[src/sv/swpr_pkg.sv]
// swpr_pkg: shared codes and controller/datapath interface types for the
// stop-and-wait packet receiver. No dependencies.
`default_nettype none

package swpr_pkg;

    localparam int KIND_W = 3;

    // input packet kinds
    localparam logic [KIND_W-1:0] PK_DATA      = 3'd0;
    localparam logic [KIND_W-1:0] PK_LAST_DATA = 3'd1;
    localparam logic [KIND_W-1:0] PK_ACK       = 3'd2;
    localparam logic [KIND_W-1:0] PK_NACK      = 3'd3;
    localparam logic [KIND_W-1:0] PK_TERM      = 3'd4;

    // result kinds
    localparam logic [KIND_W-1:0] RK_SEND_ACK  = 3'd0;
    localparam logic [KIND_W-1:0] RK_SEND_NACK = 3'd1;
    localparam logic [KIND_W-1:0] RK_MSG_BYTE  = 3'd2;
    localparam logic [KIND_W-1:0] RK_PEER_ACK  = 3'd3;
    localparam logic [KIND_W-1:0] RK_PEER_NACK = 3'd4;
    localparam logic [KIND_W-1:0] RK_CLOSED    = 3'd5;

    typedef struct packed {
        logic              take_byte;
        logic              capture;
        logic              clr_pkt;
        logic              clr_cnt;
        logic              idx_zero;
        logic              idx_inc;
        logic              rd_en;
        logic              out_load;
        logic [KIND_W-1:0] out_kind;
        logic              out_eom;
        logic              out_last;
    } t_swpr_cmd;

    typedef struct packed {
        logic slot_free;
        logic sum_match;
        logic cnt_zero;
        logic room;
        logic idx_last;
        logic is_last;
    } t_swpr_sts;

endpackage

`default_nettype wire

[src/sv/swpr_ram.sv]
// swpr_ram: generic single-write, single-read RAM with registered read data.
// No dependencies.
`default_nettype none

module swpr_ram #(
    parameter int WIDTH = 8,
    parameter int DEPTH = 32,
    localparam int AW = (DEPTH > 1) ? $clog2(DEPTH) : 1
) (
    input  wire logic             i_clk,
    input  wire logic             i_we,
    input  wire logic [AW-1:0]    i_waddr,
    input  wire logic [WIDTH-1:0] i_wdata,
    input  wire logic             i_re,
    input  wire logic [AW-1:0]    i_raddr,
    output logic      [WIDTH-1:0] o_rdata
);

    logic [WIDTH-1:0] r_mem [DEPTH];

    always_ff @(posedge i_clk) begin
        if (i_we) begin
            r_mem[i_waddr] <= i_wdata;
        end
        if (i_re) begin
            o_rdata <= r_mem[i_raddr];
        end
    end

endmodule

`default_nettype wire

[src/sv/swpr_datapath.sv]
// swpr_datapath: checksum accumulator, byte staging RAM, drain index and
// output register. Depends on swpr_pkg and swpr_ram.
`default_nettype none

module swpr_datapath #(
    parameter int PAYLOAD_MAX = 32
) (
    input  wire logic                        i_clk,
    input  wire logic                        i_rst_n,
    input  wire swpr_pkg::t_swpr_cmd         i_cmd,
    output swpr_pkg::t_swpr_sts              o_sts,
    input  wire logic                        i_packet_kind_last,
    input  wire logic signed [7:0]           i_payload_byte,
    input  wire logic signed [31:0]          i_packet_checksum,
    output logic                             o_valid,
    input  wire logic                        i_ready,
    output logic [swpr_pkg::KIND_W-1:0]      o_result_kind,
    output logic signed [7:0]                o_message_byte,
    output logic                             o_end_of_message,
    output logic                             o_last_of_run
);
    import swpr_pkg::*;

    localparam int CW = $clog2(PAYLOAD_MAX + 1);
    localparam int AW = (PAYLOAD_MAX > 1) ? $clog2(PAYLOAD_MAX) : 1;

    logic signed [31:0] r_sum, n_sum;
    logic [1:0]         r_pos;
    logic [CW-1:0]      r_count;
    logic [CW-1:0]      r_idx;
    logic signed [31:0] r_carried;
    logic               r_is_last;
    logic               r_valid;
    logic [7:0]         ram_rdata;

    // contribution of one signed byte
    logic               neg;
    logic [7:0]         mag;
    logic [14:0]        prod;
    logic [5:0]         third;
    logic signed [9:0]  triple;
    logic signed [9:0]  contrib;

    always_comb begin
        neg    = i_payload_byte[7];
        mag    = neg ? 8'(-i_payload_byte) : 8'(i_payload_byte);
        prod   = 15'(mag) * 15'd171;
        third  = prod[14:9];
        triple = 10'(i_payload_byte) + 10'($signed({i_payload_byte, 1'b0}));
        if (r_pos < 2'd2) begin
            contrib = triple;
        end else begin
            contrib = neg ? -10'(third) : 10'(third);
        end
        n_sum = r_sum + 32'(contrib);
    end

    swpr_ram #(
        .WIDTH (8),
        .DEPTH (PAYLOAD_MAX)
    ) u_stage (
        .i_clk   (i_clk),
        .i_we    (i_cmd.take_byte),
        .i_waddr (r_count[AW-1:0]),
        .i_wdata (i_payload_byte),
        .i_re    (i_cmd.rd_en),
        .i_raddr (r_idx[AW-1:0]),
        .o_rdata (ram_rdata)
    );

    always_ff @(posedge i_clk) begin
        if (!i_rst_n) begin
            r_sum   <= '0;
            r_pos   <= '0;
            r_count <= '0;
            r_valid <= 1'b0;
            r_idx   <= '0;
        end else begin
            if (i_cmd.clr_pkt) begin
                r_sum <= '0;
                r_pos <= '0;
            end else if (i_cmd.take_byte) begin
                r_sum <= n_sum;
                r_pos <= r_pos + 2'd1;
            end
            if (i_cmd.clr_cnt) begin
                r_count <= '0;
            end else if (i_cmd.take_byte) begin
                r_count <= r_count + CW'(1);
            end
            if (i_cmd.idx_zero) begin
                r_idx <= '0;
            end else if (i_cmd.idx_inc) begin
                r_idx <= r_idx + CW'(1);
            end
            if (i_cmd.out_load) begin
                r_valid <= 1'b1;
            end else if (i_ready) begin
                r_valid <= 1'b0;
            end
        end
    end

    always_ff @(posedge i_clk) begin
        if (i_cmd.capture) begin
            r_carried <= i_packet_checksum;
            r_is_last <= i_packet_kind_last;
        end
        if (i_cmd.out_load) begin
            o_result_kind    <= i_cmd.out_kind;
            o_message_byte   <= (i_cmd.out_kind == RK_MSG_BYTE) ? ram_rdata : 8'sd0;
            o_end_of_message <= i_cmd.out_eom;
            o_last_of_run    <= i_cmd.out_last;
        end
    end

    assign o_valid = r_valid;

    always_comb begin
        o_sts.slot_free = !r_valid || i_ready;
        o_sts.sum_match = (r_sum == r_carried);
        o_sts.cnt_zero  = (r_count == '0);
        o_sts.room      = (r_count < CW'(PAYLOAD_MAX));
        o_sts.idx_last  = ((r_idx + CW'(1)) == r_count);
        o_sts.is_last   = r_is_last;
    end

endmodule

`default_nettype wire

[src/sv/swpr_ctrl.sv]
// swpr_ctrl: controller state machine for the stop-and-wait packet receiver.
// Depends on swpr_pkg.
`default_nettype none

module swpr_ctrl (
    input  wire logic                        i_clk,
    input  wire logic                        i_rst_n,
    input  wire logic                        i_valid,
    output logic                             o_ready,
    input  wire logic [swpr_pkg::KIND_W-1:0] i_packet_kind,
    input  wire logic                        i_byte_present,
    input  wire logic                        i_end_of_packet,
    input  wire swpr_pkg::t_swpr_sts         i_sts,
    output swpr_pkg::t_swpr_cmd              o_cmd
);
    import swpr_pkg::*;

    localparam logic [1:0] ST_IDLE  = 2'd0;
    localparam logic [1:0] ST_CHECK = 2'd1;
    localparam logic [1:0] ST_READ  = 2'd2;
    localparam logic [1:0] ST_EMIT  = 2'd3;

    logic [1:0] r_state, n_state;
    logic       r_alive, n_alive;
    logic       accept;
    logic       good;

    assign o_ready = (r_state == ST_IDLE) && i_sts.slot_free;
    assign accept  = i_valid && o_ready;
    assign good    = i_sts.sum_match && !i_sts.cnt_zero;

    always_comb begin
        n_state = r_state;
        n_alive = r_alive;
        o_cmd   = '0;
        unique case (r_state)
            ST_IDLE: begin
                if (accept && r_alive) begin
                    unique case (i_packet_kind)
                        PK_TERM: begin
                            n_alive        = 1'b0;
                            o_cmd.clr_pkt  = 1'b1;
                            o_cmd.clr_cnt  = 1'b1;
                            o_cmd.out_load = 1'b1;
                            o_cmd.out_kind = RK_CLOSED;
                            o_cmd.out_last = 1'b1;
                        end
                        PK_ACK, PK_NACK: begin
                            if (i_end_of_packet) begin
                                o_cmd.out_load = 1'b1;
                                o_cmd.out_kind = (i_packet_kind == PK_ACK) ?
                                                 RK_PEER_ACK : RK_PEER_NACK;
                                o_cmd.out_last = 1'b1;
                            end
                        end
                        PK_DATA, PK_LAST_DATA: begin
                            o_cmd.take_byte = i_byte_present && i_sts.room;
                            if (i_end_of_packet) begin
                                o_cmd.capture = 1'b1;
                                n_state       = ST_CHECK;
                            end
                        end
                        default: begin
                        end
                    endcase
                end
            end
            ST_CHECK: begin
                if (i_sts.slot_free) begin
                    o_cmd.out_load = 1'b1;
                    o_cmd.out_kind = i_sts.sum_match ? RK_SEND_ACK : RK_SEND_NACK;
                    o_cmd.out_last = !good;
                    o_cmd.clr_pkt  = 1'b1;
                    o_cmd.idx_zero = 1'b1;
                    if (good) begin
                        n_state = ST_READ;
                    end else begin
                        o_cmd.clr_cnt = 1'b1;
                        n_state       = ST_IDLE;
                    end
                end
            end
            ST_READ: begin
                o_cmd.rd_en = 1'b1;
                n_state     = ST_EMIT;
            end
            ST_EMIT: begin
                if (i_sts.slot_free) begin
                    o_cmd.out_load = 1'b1;
                    o_cmd.out_kind = RK_MSG_BYTE;
                    o_cmd.out_eom  = i_sts.idx_last && i_sts.is_last;
                    o_cmd.out_last = i_sts.idx_last;
                    if (i_sts.idx_last) begin
                        o_cmd.clr_cnt = 1'b1;
                        n_state       = ST_IDLE;
                    end else begin
                        o_cmd.idx_inc = 1'b1;
                        n_state       = ST_READ;
                    end
                end
            end
        endcase
    end

    always_ff @(posedge i_clk) begin
        if (!i_rst_n) begin
            r_state <= ST_IDLE;
            r_alive <= 1'b1;
        end else begin
            r_state <= n_state;
            r_alive <= n_alive;
        end
    end

endmodule

`default_nettype wire

[src/sv/stop_wait_packet_receiver_top.sv]
// stop_wait_packet_receiver_top: receiving side of a stop-and-wait link.
// Depends on swpr_pkg, swpr_ctrl, swpr_datapath (and swpr_ram through it).
//
// Usage:
//   Input channel (i_valid/o_ready) carries one packet item per transaction:
//   kind, one optional signed payload byte, end-of-packet flag and checksum.
//   Output channel (o_valid/i_ready) carries one result per transaction;
//   o_last_of_run marks the final result caused by an input item.
//   Data bytes are summed and staged in a RAM while it has room. The item
//   that ends a data packet moves the controller to a check state, which
//   loads the ACK/NACK result into the output register once it is free;
//   then each staged byte of a good packet passes a RAM read state and an
//   output load state in turn.
//   Peer ACK/NACK and TERM results are valid the cycle after acceptance.
//   Results pass through a single output register; o_ready is low while a
//   packet is checked or drains, or while that register is full and not
//   being taken. A stalled receiver simply freezes the drain in place.
//   Reset clears the checksum, byte count and reopens the link; no clearing
//   pass is needed. After TERM every item is accepted and dropped until reset.
`default_nettype none

module stop_wait_packet_receiver_top #(
    parameter int PAYLOAD_MAX = 32
) (
    input  wire logic                        i_clk,
    input  wire logic                        i_rst_n,
    input  wire logic                        i_valid,
    output logic                             o_ready,
    input  wire logic [swpr_pkg::KIND_W-1:0] i_packet_kind,
    input  wire logic signed [7:0]           i_payload_byte,
    input  wire logic                        i_byte_present,
    input  wire logic                        i_end_of_packet,
    input  wire logic signed [31:0]          i_packet_checksum,
    output logic                             o_valid,
    input  wire logic                        i_ready,
    output logic [swpr_pkg::KIND_W-1:0]      o_result_kind,
    output logic signed [7:0]                o_message_byte,
    output logic                             o_end_of_message,
    output logic                             o_last_of_run
);
    import swpr_pkg::*;

    t_swpr_cmd cmd;
    t_swpr_sts sts;

    swpr_ctrl u_ctrl (
        .i_clk           (i_clk),
        .i_rst_n         (i_rst_n),
        .i_valid         (i_valid),
        .o_ready         (o_ready),
        .i_packet_kind   (i_packet_kind),
        .i_byte_present  (i_byte_present),
        .i_end_of_packet (i_end_of_packet),
        .i_sts           (sts),
        .o_cmd           (cmd)
    );

    swpr_datapath #(
        .PAYLOAD_MAX (PAYLOAD_MAX)
    ) u_dp (
        .i_clk              (i_clk),
        .i_rst_n            (i_rst_n),
        .i_cmd              (cmd),
        .o_sts              (sts),
        .i_packet_kind_last (i_packet_kind == PK_LAST_DATA),
        .i_payload_byte     (i_payload_byte),
        .i_packet_checksum  (i_packet_checksum),
        .o_valid            (o_valid),
        .i_ready            (i_ready),
        .o_result_kind      (o_result_kind),
        .o_message_byte     (o_message_byte),
        .o_end_of_message   (o_end_of_message),
        .o_last_of_run      (o_last_of_run)
    );

endmodule

`default_nettype wire
[config.mk]
export PLATFORM = sky130hd
export DESIGN_NAME = stop_wait_packet_receiver_top
export DESIGN_NICKNAME = d
export VERILOG_FILES = /design/src/sv/swpr_pkg.sv /design/src/sv/swpr_ram.sv /design/src/sv/swpr_datapath.sv /design/src/sv/swpr_ctrl.sv /design/src/sv/stop_wait_packet_receiver_top.sv
export SDC_FILE = /design/constraint.sdc
export NUM_CORES = 1
export LEC_CHECK = 0
export ABC_AREA = 1
export BUFFER_PORTS_ARGS = -buffer_cell sky130_fd_sc_hd__buf_2
export CAP_MARGIN = 10
export CORE_ASPECT_RATIO = 1.5
export CORE_MARGIN = 1.5
export CORE_UTILIZATION = 40
export DETAILED_ROUTE_END_ITERATION = 10
export GPL_ROUTABILITY_DRIVEN = 0
export HOLD_SLACK_MARGIN = 0.12
export SLEW_MARGIN = 15
export SYNTH_ARGS = -nofsm -noshare
export SYNTH_HDL_FRONTEND = slang
export SYNTH_SLANG_ARGS = --single-unit
[constraint.sdc]
create_clock -name i_clk -period 13.1 [get_ports i_clk]
set_clock_uncertainty 0.05 [all_clocks]
set_input_delay 3.275 -clock i_clk [delete_from_list [all_inputs] [get_ports i_clk]]
set_output_delay 3.275 -clock i_clk [all_outputs]
set_load 0.005 [all_outputs]
==> results of run 1 <==
registers in the layout, indices dropped and copies added (netlist names):
name	cells
u_ctrl.r_alive	1
u_ctrl.r_state	2
u_dp.o_end_of_message	1
u_dp.o_last_of_run	1
u_dp.o_message_byte	8
u_dp.o_result_kind	3
u_dp.o_valid	1
u_dp.r_carried	32
u_dp.r_count	6
u_dp.r_idx	6
u_dp.r_is_last	1
u_dp.r_pos	2
u_dp.r_sum	32
u_dp.u_stage.o_rdata	8
u_dp.u_stage.r_mem	256
critical path: cells and delay by family:
kind                     cells  cell delay (ns)
adder cells (fa/ha/maj)      6             2.79
buffers and inverters        6             1.34
AO/OA/AOI/OAI                4             0.68
XOR/XNOR                     1             0.47
AND/OR/NAND/NOR             14             1.94
layout make-up:
| class | instances | share of cell area |
|---|---|---|
| Clock buffer | 48 | 0.0474 |
| Clock inverter | 16 | 0.00620 |
| Inverter | 182 | 0.0342 |
| Multi-Input combinational cell | 1209 | 0.343 |
| Sequential cell | 360 | 0.511 |
| Tap cell | 582 | 0.0361 |
| Timing Repair Buffer | 79 | 0.0216 |
metal layers:
layer	vias to the layer above	global-route usage	share of wire	wire, um
met5	-	0	0	0
met4	0	0.0831	0.040	1850
met3	97	0.0226	0.042	1940
met2	387	0.371	0.52	24400
met1	6356	0.233	0.39	18300
li1	6426	-	-	-
placed cells by master (no fill, tap or decap), types with 31 or more instances in the layout:
cell type / instances
sky130_fd_sc_hd__edfxtp_1: 310
sky130_fd_sc_hd__nor2_1: 255
sky130_fd_sc_hd__nand2_1: 228
sky130_fd_sc_hd__o21ai_0: 206
sky130_fd_sc_hd__inv_1: 171
sky130_fd_sc_hd__a21oi_1: 95
sky130_fd_sc_hd__ha_1: 89
sky130_fd_sc_hd__o22ai_1: 76
sky130_fd_sc_hd__buf_2: 63
sky130_fd_sc_hd__dfxtp_1: 48
sky130_fd_sc_hd__nand3_1: 45
sky130_fd_sc_hd__clkbuf_16: 36
sky130_fd_sc_hd__xnor2_1: 31
per-stage QoR:
step | setup WS, ns | hold slack (ns)
2_1_floorplan | 4.02 | 0.387
3_3_place_gp | 2.46 | 0.403
3_5_place_dp | 2.44 | 0.412
4_1_cts | 2.98 | 0.420
5_1_grt | 2.36 | 0.443
6_report | 2.97 | 0.422
synth_stat cells (7+ instances only):
library cell / n
sky130_fd_sc_hd__nand4_1: 16
sky130_fd_sc_hd__inv_2: 7
sky130_fd_sc_hd__o211ai_1: 7
sky130_fd_sc_hd__nand3_2: 7
sky130_fd_sc_hd__xor2_1: 28
sky130_fd_sc_hd__buf_2: 12
sky130_fd_sc_hd__edfxtp_1: 310
sky130_fd_sc_hd__clkbuf_1: 46
sky130_fd_sc_hd__o21bai_1: 10
sky130_fd_sc_hd__o31ai_1: 7
sky130_fd_sc_hd__fa_1: 13
sky130_fd_sc_hd__xnor2_1: 31
sky130_fd_sc_hd__o22ai_1: 76
sky130_fd_sc_hd__a21oi_1: 95
sky130_fd_sc_hd__nand3_1: 45
sky130_fd_sc_hd__nor3_1: 13
sky130_fd_sc_hd__o21ai_0: 207
sky130_fd_sc_hd__o21ai_1: 10
sky130_fd_sc_hd__inv_1: 172
sky130_fd_sc_hd__nand2_2: 12
sky130_fd_sc_hd__or2_2: 11
sky130_fd_sc_hd__nor2_1: 255
sky130_fd_sc_hd__ha_1: 89
sky130_fd_sc_hd__nand2_1: 228
sky130_fd_sc_hd__a21o_1: 8
sky130_fd_sc_hd__dfxtp_1: 50
logic make-up (layout without fill, tap and decap cells):
| kind of cell | count (synthesis) | after routing | share of synthesized area |
|---|---|---|---|
| and+or+nand+nor | 609 | 609 | 0.142 |
| AOI/OAI and AO/OA | 439 | 439 | 0.134 |
| DFF | 360 | 360 | 0.567 |
| buffers and inverters | 248 | 325 | 0.0531 |
| adders and majority gates | 102 | 102 | 0.0755 |
| xor gates and xnor gates | 59 | 59 | 0.0284 |
worst paths after layout:
path / slack [ns] / depth (start not counted) / to
max: 2.97 / 31 / u_dp.r_sum[30]
min: 0.42 / 2 / u_ctrl.r_alive
max reg2reg: 9.30 / 15 / u_dp.r_sum[30]
min reg2reg: 0.42 / 2 / u_ctrl.r_alive
power by group through the flow:
stage	clock (uW)	combinational [uW]	sequential [uW]
6_report	964	446	1260
5_1_grt	1020	517	1260
4_1_cts	985	449	1260
3_5_place_dp	0	446	1280
3_3_place_gp	0	433	1280
2_1_floorplan	0	328	1280
==> run_results.csv, run 1 <==
group,metric,value,unit
sta,timing.final.hold_violations,0,
yosys,ys.flop_type,"sky130_fd_sc_hd__edfxtp_1",
floorplan,die_w,177,um
cts,cts_tree,"yes",
setup_path,critPathCaptureType,"register",
yosys,synth_enable_flop_cells,310,
cells_and_area,final_nets,2019,
setup_path,crit_path_frequent_cell,"sky130_fd_sc_hd__nand2_1",
sta,period_needed,10.13,ns
yosys,netlist_area,18200,um^2
sta,timing.max_slew.rel_slack,0.318,
yosys,avgSynthCellArea,10.0,um^2
place,port_bufs,63,
cts,clock_sink_count,360,
place,placement.cell_area,19100,um^2
cts,cts_resized,0,
drt,detail_route.iter0.violations,800,
yosys,netlist-cell-type-count,52,
cts,number_of_levels_the_h_tree_was_split_into,2,
setup_path,crit_path_dat,10.51,ns
sta,rsz_0062_raised_after_global_routing,"false",
cts,cts_root_buf,"sky130_fd_sc_hd__clkbuf_16",
pwr,overall_power,2670,uW
setup_path,worstPathRequired,13.48,ns
sta,drv_slew,0,
pwr,seq_power_share,0.471,
drt,vias,13266,
pwr,leakagePower,0.00791,uW
floorplan,core,44800,um^2
drt,avgRoutedWirePerCell,18.8,um
floorplan,io-pin-count,64,
cts,clk-insertion-delay-late,0.53,ns
job,max_cap_violations,0,
cells_and_area,antenna_cells,0,
yosys,netlist.area_leader.share,0.512,
sta,tns,0,ns
pwr,pwr-share-clk,0.361,
cells_and_area,drive_above_1_share,0.0977,
pwr,p_sw_frac,0.269,
sta,report.final.setup_viol,0,
pwr,p_switching,718,uW
cts,cts_made_buffers,36,
sta,min_period_over_period,0.773,
hold_path,hp-class,"reg -> reg",
cells_and_area,postLayoutCoreUtil,0.450,
cts,cts.hold.buffers_added,0,
setup_path,timing_worst_setup_path_type,"in -> reg",
floorplan,fp.dieH,264,um
cells_and_area,multiInputGateArea,6930,um^2
grt,antenna_found_initial,0,
grt,grt.total_usage,0.201,
grt,wire_length_of_the_first_global_routing_pass,72700,um
cells_and_area,layoutNonFillerInstCount,2476,
drt,routed_wirelength,46500,um
cells_and_area,fillCellCount,4184,
yosys,synth_nets,1968,
cells_and_area,areaGrowthSynthToFinish,10.9,%
pwr,power_density,132,nW/um^2
sta,worst_pin_slew,1.01,ns
pwr,intPower,1950,uW
drt,drt_pass1_iterations,5,
setup_path,crit_path_start,"i_payload_byte[7]",
place,hpwlAfterDp,31800,um
sta,fmaxAchievable,98.7,MHz
cts,max-clock-path-buffers,3,
grt,grt_overflow_total,0,
hold_path,min-delay-start,"u_ctrl.r_alive",
yosys,synth_cells,1817,
setup_path,start_kind,"input port",
floorplan,design.die.area,46800,um^2
cts,clkSlewWorstSetupHoldPaths,0.06,ns
yosys,yosys_warnings,0,
pwr,power_frac_comb,0.167,
drt,via_per_inst,5.36,
place,dpl.cell_count,2412,
yosys,seq_area_frac_synth,0.567,
grt,grt_max_degree,79,
drt,ant_nets,0,
yosys,postSynth.asyncResetShare,0,
cells_and_area,final-seq-area,10300,um^2
yosys,synth_area_leader_cell,"sky130_fd_sc_hd__edfxtp_1",
floorplan,initial_utilization,0.406,
drt,remaining_drc_errors,0,
yosys,synth.ff_latch_count,360,
floorplan,row_count,95,
setup_path,critical_path.max_fanout,42,
setup_path,critical_path_cell_with_the_highest_stage_delay,"sky130_fd_sc_hd__buf_2",
setup_path,critPathMaxStageDelay,0.65,ns
yosys,post_synth_main_area_contributors,"sky130_fd_sc_hd__edfxtp_1, sky130_fd_sc_hd__ha_1, sky130_fd_sc_hd__o21ai_0",
setup_path,reg2reg_from,"u_dp.r_pos[1]",
run_status,run_status,"completed",
pwr,worst_vdd_ir,0.118,mV
cts,post_cts_buffers,0,
cells_and_area,final_cell_area,20200,um^2
grt,via_count_of_the_first_global_routing_pass,13364,
(Power assumes the default switching activity.)
==> inputs of run 2 (changes only) <==
Settings changed: ABC_AREA 1 to 0.
Clock period 13.1 ns to 8.7 ns, I/O delays scaled along.
==> run 2 against run 1 <==
  * Cell area up 0.74%
  * Worst hold slack worse by 0.012 ns
  * Synthesized area down 4.4%
  * Critical path type unchanged
  * Clock power up 59%
  * Via count down 23%
  * Utilization up 2.3 points
==> run_results.csv, run 2 <==
group,metric,value,unit
run_status,run_status,"completed",
yosys,postSynth.asyncResetShare,0,
setup_path,r2r_slack,5.22,ns
yosys,avgSynthCellArea,14.4,um^2
cells_and_area,layoutNonFillerInstCount,1953,
yosys,post_synth_main_area_contributors,"sky130_fd_sc_hd__edfxtp_1, sky130_fd_sc_hd__mux4_2, sky130_fd_sc_hd__ha_1",
setup_path,critPathMaxStageDelay,0.52,ns
floorplan,design.die.area,44800,um^2
place,dpl.cell_count,1888,
sta,tns,0,ns
cells_and_area,final_nets,1507,
pwr,power_density,206,nW/um^2
floorplan,die_w,173,um
pwr,seq_power_share,0.452,
yosys,synth_enable_flop_cells,310,
grt,wire_length_of_the_first_global_routing_pass,61400,um
floorplan,initial_utilization,0.405,
cells_and_area,largest_register,"u_dp.u_stage.r_mem",
cts,max-clock-path-buffers,3,
drt,drt_pass1_iterations,5,
pwr,pwr-share-clk,0.365,
floorplan,io-pin-count,64,
yosys,yosysMostFrequentCell,"sky130_fd_sc_hd__edfxtp_1",
sta,report.final.setup_viol,0,
sta,drv_slew,0,
yosys,yosys_warnings,0,
yosys,synth_top_cells_by_count,"sky130_fd_sc_hd__edfxtp_1, sky130_fd_sc_hd__nand2_1, sky130_fd_sc_hd__ha_1",
cts,clk-insertion-delay-late,0.54,ns
floorplan,core,42900,um^2
grt,antenna_found_initial,1,
sta,min_period_over_period,0.960,
pwr,p_switching,1060,uW
yosys,synth_area_leader_cell,"sky130_fd_sc_hd__edfxtp_1",
drt,detail_route.iter0.violations,603,
cells_and_area,areaGrowthSynthToFinish,16.9,%
pwr,intPower,3120,uW
setup_path,critPathCaptureType,"register",
cts,cts_tree,"yes",
drt,avgRoutedWirePerCell,20.3,um
grt,grt_max_degree,69,
sta,fin_hold_ws,0.410,ns
yosys,synth_nets,1358,
job,max_cap_violations,0,
grt,grt_overflow_total,0,
pwr,worst_vdd_ir,0.151,mV
yosys,ys.flop_type,"sky130_fd_sc_hd__edfxtp_1",
yosys,synth.ff_latch_count,360,
cts,clkSlewWorstSetupHoldPaths,0.06,ns
cells_and_area,most_common_cell_after_layout_fill_and_taps_aside,"sky130_fd_sc_hd__edfxtp_1",
drt,via_per_inst,5.25,
cells_and_area,final_cell_area,20300,um^2
floorplan,row_count,93,
cells_and_area,largest_reg_flops,256,
floorplan,fp.dieH,258,um
cts,clock_sink_count,360,
cells_and_area,layout.cells.most_common_list,"sky130_fd_sc_hd__edfxtp_1, sky130_fd_sc_hd__nand2_1, sky130_fd_sc_hd__buf_4, sky130_fd_sc_hd__nor2_1, sky130_fd_sc_hd__mux4_2",
cts,cts_made_buffers,35,
setup_path,critical_path_cell_with_the_highest_stage_delay,"sky130_fd_sc_hd__or4_4",
setup_path,timing_worst_setup_path_type,"in -> reg",
yosys,seq_area_frac_synth,0.593,
hold_path,hp-class,"reg -> reg",
pwr,p_sw_frac,0.254,
yosys,synth_cells,1207,
yosys,netlist-cell-type-count,68,
sta,rsz_0062_raised_after_global_routing,"false",
place,port_bufs,63,
grt,via_count_of_the_first_global_routing_pass,10622,
drt,ant_nets,0,
yosys,netlist.area_leader.share,0.535,
sta,fmaxAchievable,120,MHz
setup_path,crit_path_dat,8.73,ns
place,hpwlAfterDp,28300,um
setup_path,start_kind,"input port",
cts,cts_root_buf,"sky130_fd_sc_hd__clkbuf_16",
grt,grt.total_usage,0.180,
yosys,netlist_area,17400,um^2
pwr,power_frac_comb,0.183,
drt,routed_wirelength,39600,um
setup_path,crit_path_frequent_cell,"sky130_fd_sc_hd__fa_1",
sta,period_needed,8.36,ns
sta,worst_pin_slew,1.05,ns
cts,number_of_levels_the_h_tree_was_split_into,2,
cells_and_area,postLayoutCoreUtil,0.473,
drt,remaining_drc_errors,0,
setup_path,critical_path.max_fanout,15,
cells_and_area,antenna_cells,0,
drt,vias,10245,
place,placement.cell_area,19100,um^2
pwr,leakagePower,0.00739,uW
sta,timing.max_slew.rel_slack,0.298,
cells_and_area,fillCellCount,3755,
sta,timing.final.hold_violations,0,
setup_path,worstPathRequired,9.07,ns
cells_and_area,layout_top_registers,"u_dp.u_stage.r_mem (256), u_dp.r_carried (32), u_dp.r_sum (32)",
cells_and_area,drive_above_1_share,0.252,
-- run 2: cell types whose count changed after synthesis, sizes merged, moves of 10 or more --
| cell | delta |
|---|---|
| o21ai | -192 |
| xor2 | +28 |
| nand3 | -40 |
| mux4 | +80 |
| xnor2 | +11 |
| clkbuf | -17 |
| inv | -134 |
| or2 | -10 |
| a21oi | -28 |
| nor2 | -172 |
| o22ai | -76 |
| nand2 | -146 |
| a21o | +17 |
| mux2 | +10 |
-- run 2: critical path: cells and delay by family --
| kind | cells | cell delay, ns |
|---|---|---|
| adders and majority gates | 7 | 2.35 |
| AOI/OAI and AO/OA | 9 | 1.77 |
| and+or+nand+nor | 4 | 1.06 |
| buffers and inverters | 5 | 0.73 |
| muxes | 2 | 0.48 |
| xor gates and xnor gates | 1 | 0.15 |
-- run 2: timing repair --
item                       in CTS  in global routing
setup buffers                   0                  1
setup endpoints to repair       0                 18
hold buffers                    0                  0
gates resized for setup         0                 10
-- run 2: cells by family (layout without fill, tap and decap cells) --
logic type / Yosys count / count (layout) / synth area share
xor+xnor: 99 / 99 / 0.0507
buf+inv: 92 / 268 / 0.0212
simple gates: 280 / 280 / 0.0757
compound gates: 178 / 178 / 0.0671
fa+ha+maj: 102 / 102 / 0.0790
flops: 360 / 360 / 0.593
mux: 96 / 96 / 0.114
-- run 2: final timing paths --
check / startpoint / end / cells past startpoint
max: i_payload_byte[2] / u_dp.r_sum[30] / 28
min: u_ctrl.r_alive / u_ctrl.r_alive / 2
min reg2reg: u_ctrl.r_alive / u_ctrl.r_alive / 2
max reg2reg: u_ctrl.r_state[1] / u_dp.u_stage.r_mem[3][6] / 7
-- run 2: cell type report --
type,instances,area [um^2],share of cell area
repair buffers,158,1040,0.0513
clock buffers,40,895,0.0440
flip-flops and latches,360,10300,0.507
multi-input cells,755,6930,0.341
well taps,570,713,0.0351
clock inverters,24,255,0.0126
inverters,46,173,0.00849
-- run 2: through the flow --
step / worst slack [ns] / total power, uW
after floorplan: 0.0110 / 2410
after global placement: -0.201 / 2670
after detailed placement: -0.365 / 2680
after CTS: 0.132 / 4210
after global routing: 0.0340 / 4370
final: 0.344 / 4180
-- run 2: power groups by stage --
stage          logic (uW)  registers [uW]  clock network, uW
2_1_floorplan         488            1930                  0
5_1_grt               853            1890               1630
3_3_place_gp          741            1930                  0
3_5_place_dp          756            1930                  0
4_1_cts               761            1890               1560
6_report              765            1890               1530
-- run 2: layer usage --
layer  GRT usage  vias up  part of all wire
met4      0.0749        0             0.043
met1       0.201     5121              0.39
li1            -     4890                 -
met2       0.346      157              0.55
met5           0        -                 0
met3      0.0188       77             0.022
==> inputs of run 3 (changes only) <==
Settings changed: PLACE_DENSITY_LB_ADDON from default to 0.2, RECOVER_POWER from default to 100.
==> run 3 against run 2 <==
  * The flow now finishes with violations (max-capacitance violations, max-slew violations)
  * Worst hold slack better by 0.0040 ns
  * Critical path depth grew 5
  * Non-clock buffer count rose by 10
  * Largest cell class unchanged
==> run_results.csv, run 3 (same netlist as run 2, synthesis figures left out) <==
group,metric,value,unit
run_status,run_status,"finished, violations left",
run_status,violated_checks,"max-capacitance violations, max-slew violations",
place,dpl.cell_count,1897,
drt,drt_pass1_iterations,4,
grt,wire_length_of_the_first_global_routing_pass,61600,um
cells_and_area,drive_above_1_share,0.235,
hold_path,hp-class,"reg -> reg",
drt,detail_route.iter0.violations,655,
pwr,leakagePower,0.00733,uW
setup_path,critPathCaptureType,"register",
drt,routed_wirelength,39400,um
setup_path,timing_worst_setup_path_type,"in -> reg",
cells_and_area,layoutNonFillerInstCount,1963,
setup_path,crit_path_dat,8.65,ns
sta,timing.final.hold_violations,0,
sta,worst_pin_slew,4.32,ns
cells_and_area,final_nets,1517,
floorplan,initial_utilization,0.405,
pwr,overall_power,4160,uW
setup_path,critPathMaxStageDelay,0.55,ns
grt,antenna_found_initial,0,
cts,clock_sink_count,360,
pwr,worst_vdd_ir,0.137,mV
floorplan,design.die.area,44800,um^2
drt,remaining_drc_errors,0,
floorplan,row_count,93,
sta,drv_slew,208,
grt,grt.total_usage,0.181,
setup_path,start_kind,"input port",
cts,clk-insertion-delay-late,0.54,ns
cells_and_area,largest_reg_flops,256,
drt,avgRoutedWirePerCell,20.1,um
sta,report.final.setup_viol,0,
cells_and_area,areaGrowthSynthToFinish,17.0,%
pwr,power_density,204,nW/um^2
cells_and_area,final_cell_area,20300,um^2
sta,rsz_0062_raised_after_global_routing,"false",
setup_path,crit_path_frequent_cell,"sky130_fd_sc_hd__nand2_1",
cts,cts.hold.buffers_added,0,
floorplan,die_w,173,um
drt,vias,10242,
cts,cts_tree,"yes",
grt,grt_max_degree,69,
sta,min_period_over_period,0.947,
sta,fin_hold_ws,0.414,ns
grt,via_count_of_the_first_global_routing_pass,10750,
drt,ant_nets,0,
sta,timing.max_slew.rel_slack,-1.88,
place,placement.cell_area,19200,um^2
setup_path,worstPathRequired,9.10,ns
cts,max-clock-path-buffers,3,
job,max_cap_violations,5,
cells_and_area,fillCellCount,3796,
cells_and_area,layout.cells.most_common_list,"sky130_fd_sc_hd__edfxtp_1, sky130_fd_sc_hd__nand2_1, sky130_fd_sc_hd__buf_4, sky130_fd_sc_hd__nor2_1, sky130_fd_sc_hd__mux4_2",
sta,period_needed,8.24,ns
setup_path,critical_path_cell_with_the_highest_stage_delay,"sky130_fd_sc_hd__fa_1",
sta,tns,0,ns
cells_and_area,largest_register,"u_dp.u_stage.r_mem",
cts,cts_made_buffers,35,
floorplan,core,42900,um^2
sta,fmaxAchievable,121,MHz
cts,number_of_levels_the_h_tree_was_split_into,2,
cells_and_area,antenna_cells,0,
cts,cts_root_buf,"sky130_fd_sc_hd__clkbuf_16",
place,port_bufs,63,
cells_and_area,layout_top_registers,"u_dp.u_stage.r_mem (256), u_dp.r_carried (32), u_dp.r_sum (32)",
floorplan,io-pin-count,64,
setup_path,critical_path.max_fanout,4,
grt,grt_overflow_total,0,
cts,clkSlewWorstSetupHoldPaths,0.06,ns
place,hpwlAfterDp,28100,um
cells_and_area,most_common_cell_after_layout_fill_and_taps_aside,"sky130_fd_sc_hd__edfxtp_1",
floorplan,fp.dieH,258,um
drt,via_per_inst,5.22,
[run 3: final timing paths]
path	to	cells past startpoint	start	slack, ns
worst max-delay path	u_dp.r_sum[18]	33	i_payload_byte[4]	0.46
worst min-delay path	u_ctrl.r_alive	2	u_ctrl.r_alive	0.41
worst max register to register	u_dp.r_idx[4]	10	u_dp.r_idx[1]	3.12
worst min register to register	u_ctrl.r_alive	2	u_ctrl.r_alive	0.41
[run 3: what timing repair did]
item,4_1_cts,5_1_grt
gates resized for setup,0,18
setup endpoints to repair,0,17
buffers inserted,0,2
[run 3: through the flow]
stage | utilization | setup slack [ns]
2_1_floorplan | - | 0.0110
3_3_place_gp | 0.447 | -0.194
3_5_place_dp | 0.447 | -0.259
4_1_cts | 0.474 | 0.275
5_1_grt | 0.474 | 0.00541
6_report | 0.474 | 0.457
[run 3: power by group]
part           internal, uW  leakage (uW)  switching, uW
Clock                   848      0.000566            672
Combinational           354       0.00355            391
Sequential             1880       0.00321           8.16
Total                  3090       0.00733           1070
[run 3: layer usage]
metal	part of all wire	track usage	routed length [um]
met3	0.034	0.0211	1340
met2	0.54	0.342	21200
met5	0	0	0
met1	0.39	0.204	15200
met4	0.044	0.0804	1730
[run 3: area by class of cell]
type | instances | area [um^2] | share of cell area
Timing Repair Buffer | 168 | 1060 | 0.0522
Tap cell | 570 | 713 | 0.0351
Clock buffer | 42 | 943 | 0.0464
Clock inverter | 22 | 204 | 0.0100
Multi-Input combinational cell | 755 | 6930 | 0.341
Inverter | 46 | 173 | 0.00849
Sequential cell | 360 | 10300 | 0.507
[run 3: worst max-delay path, delay by kind of cell]
kind | cells | cell delay [ns]
AOI/OAI and AO/OA | 10 | 1.74
xor gates and xnor gates | 2 | 0.31
adders and majority gates | 6 | 2.20
buffers and inverters | 7 | 0.94
and+or+nand+nor | 8 | 1.29
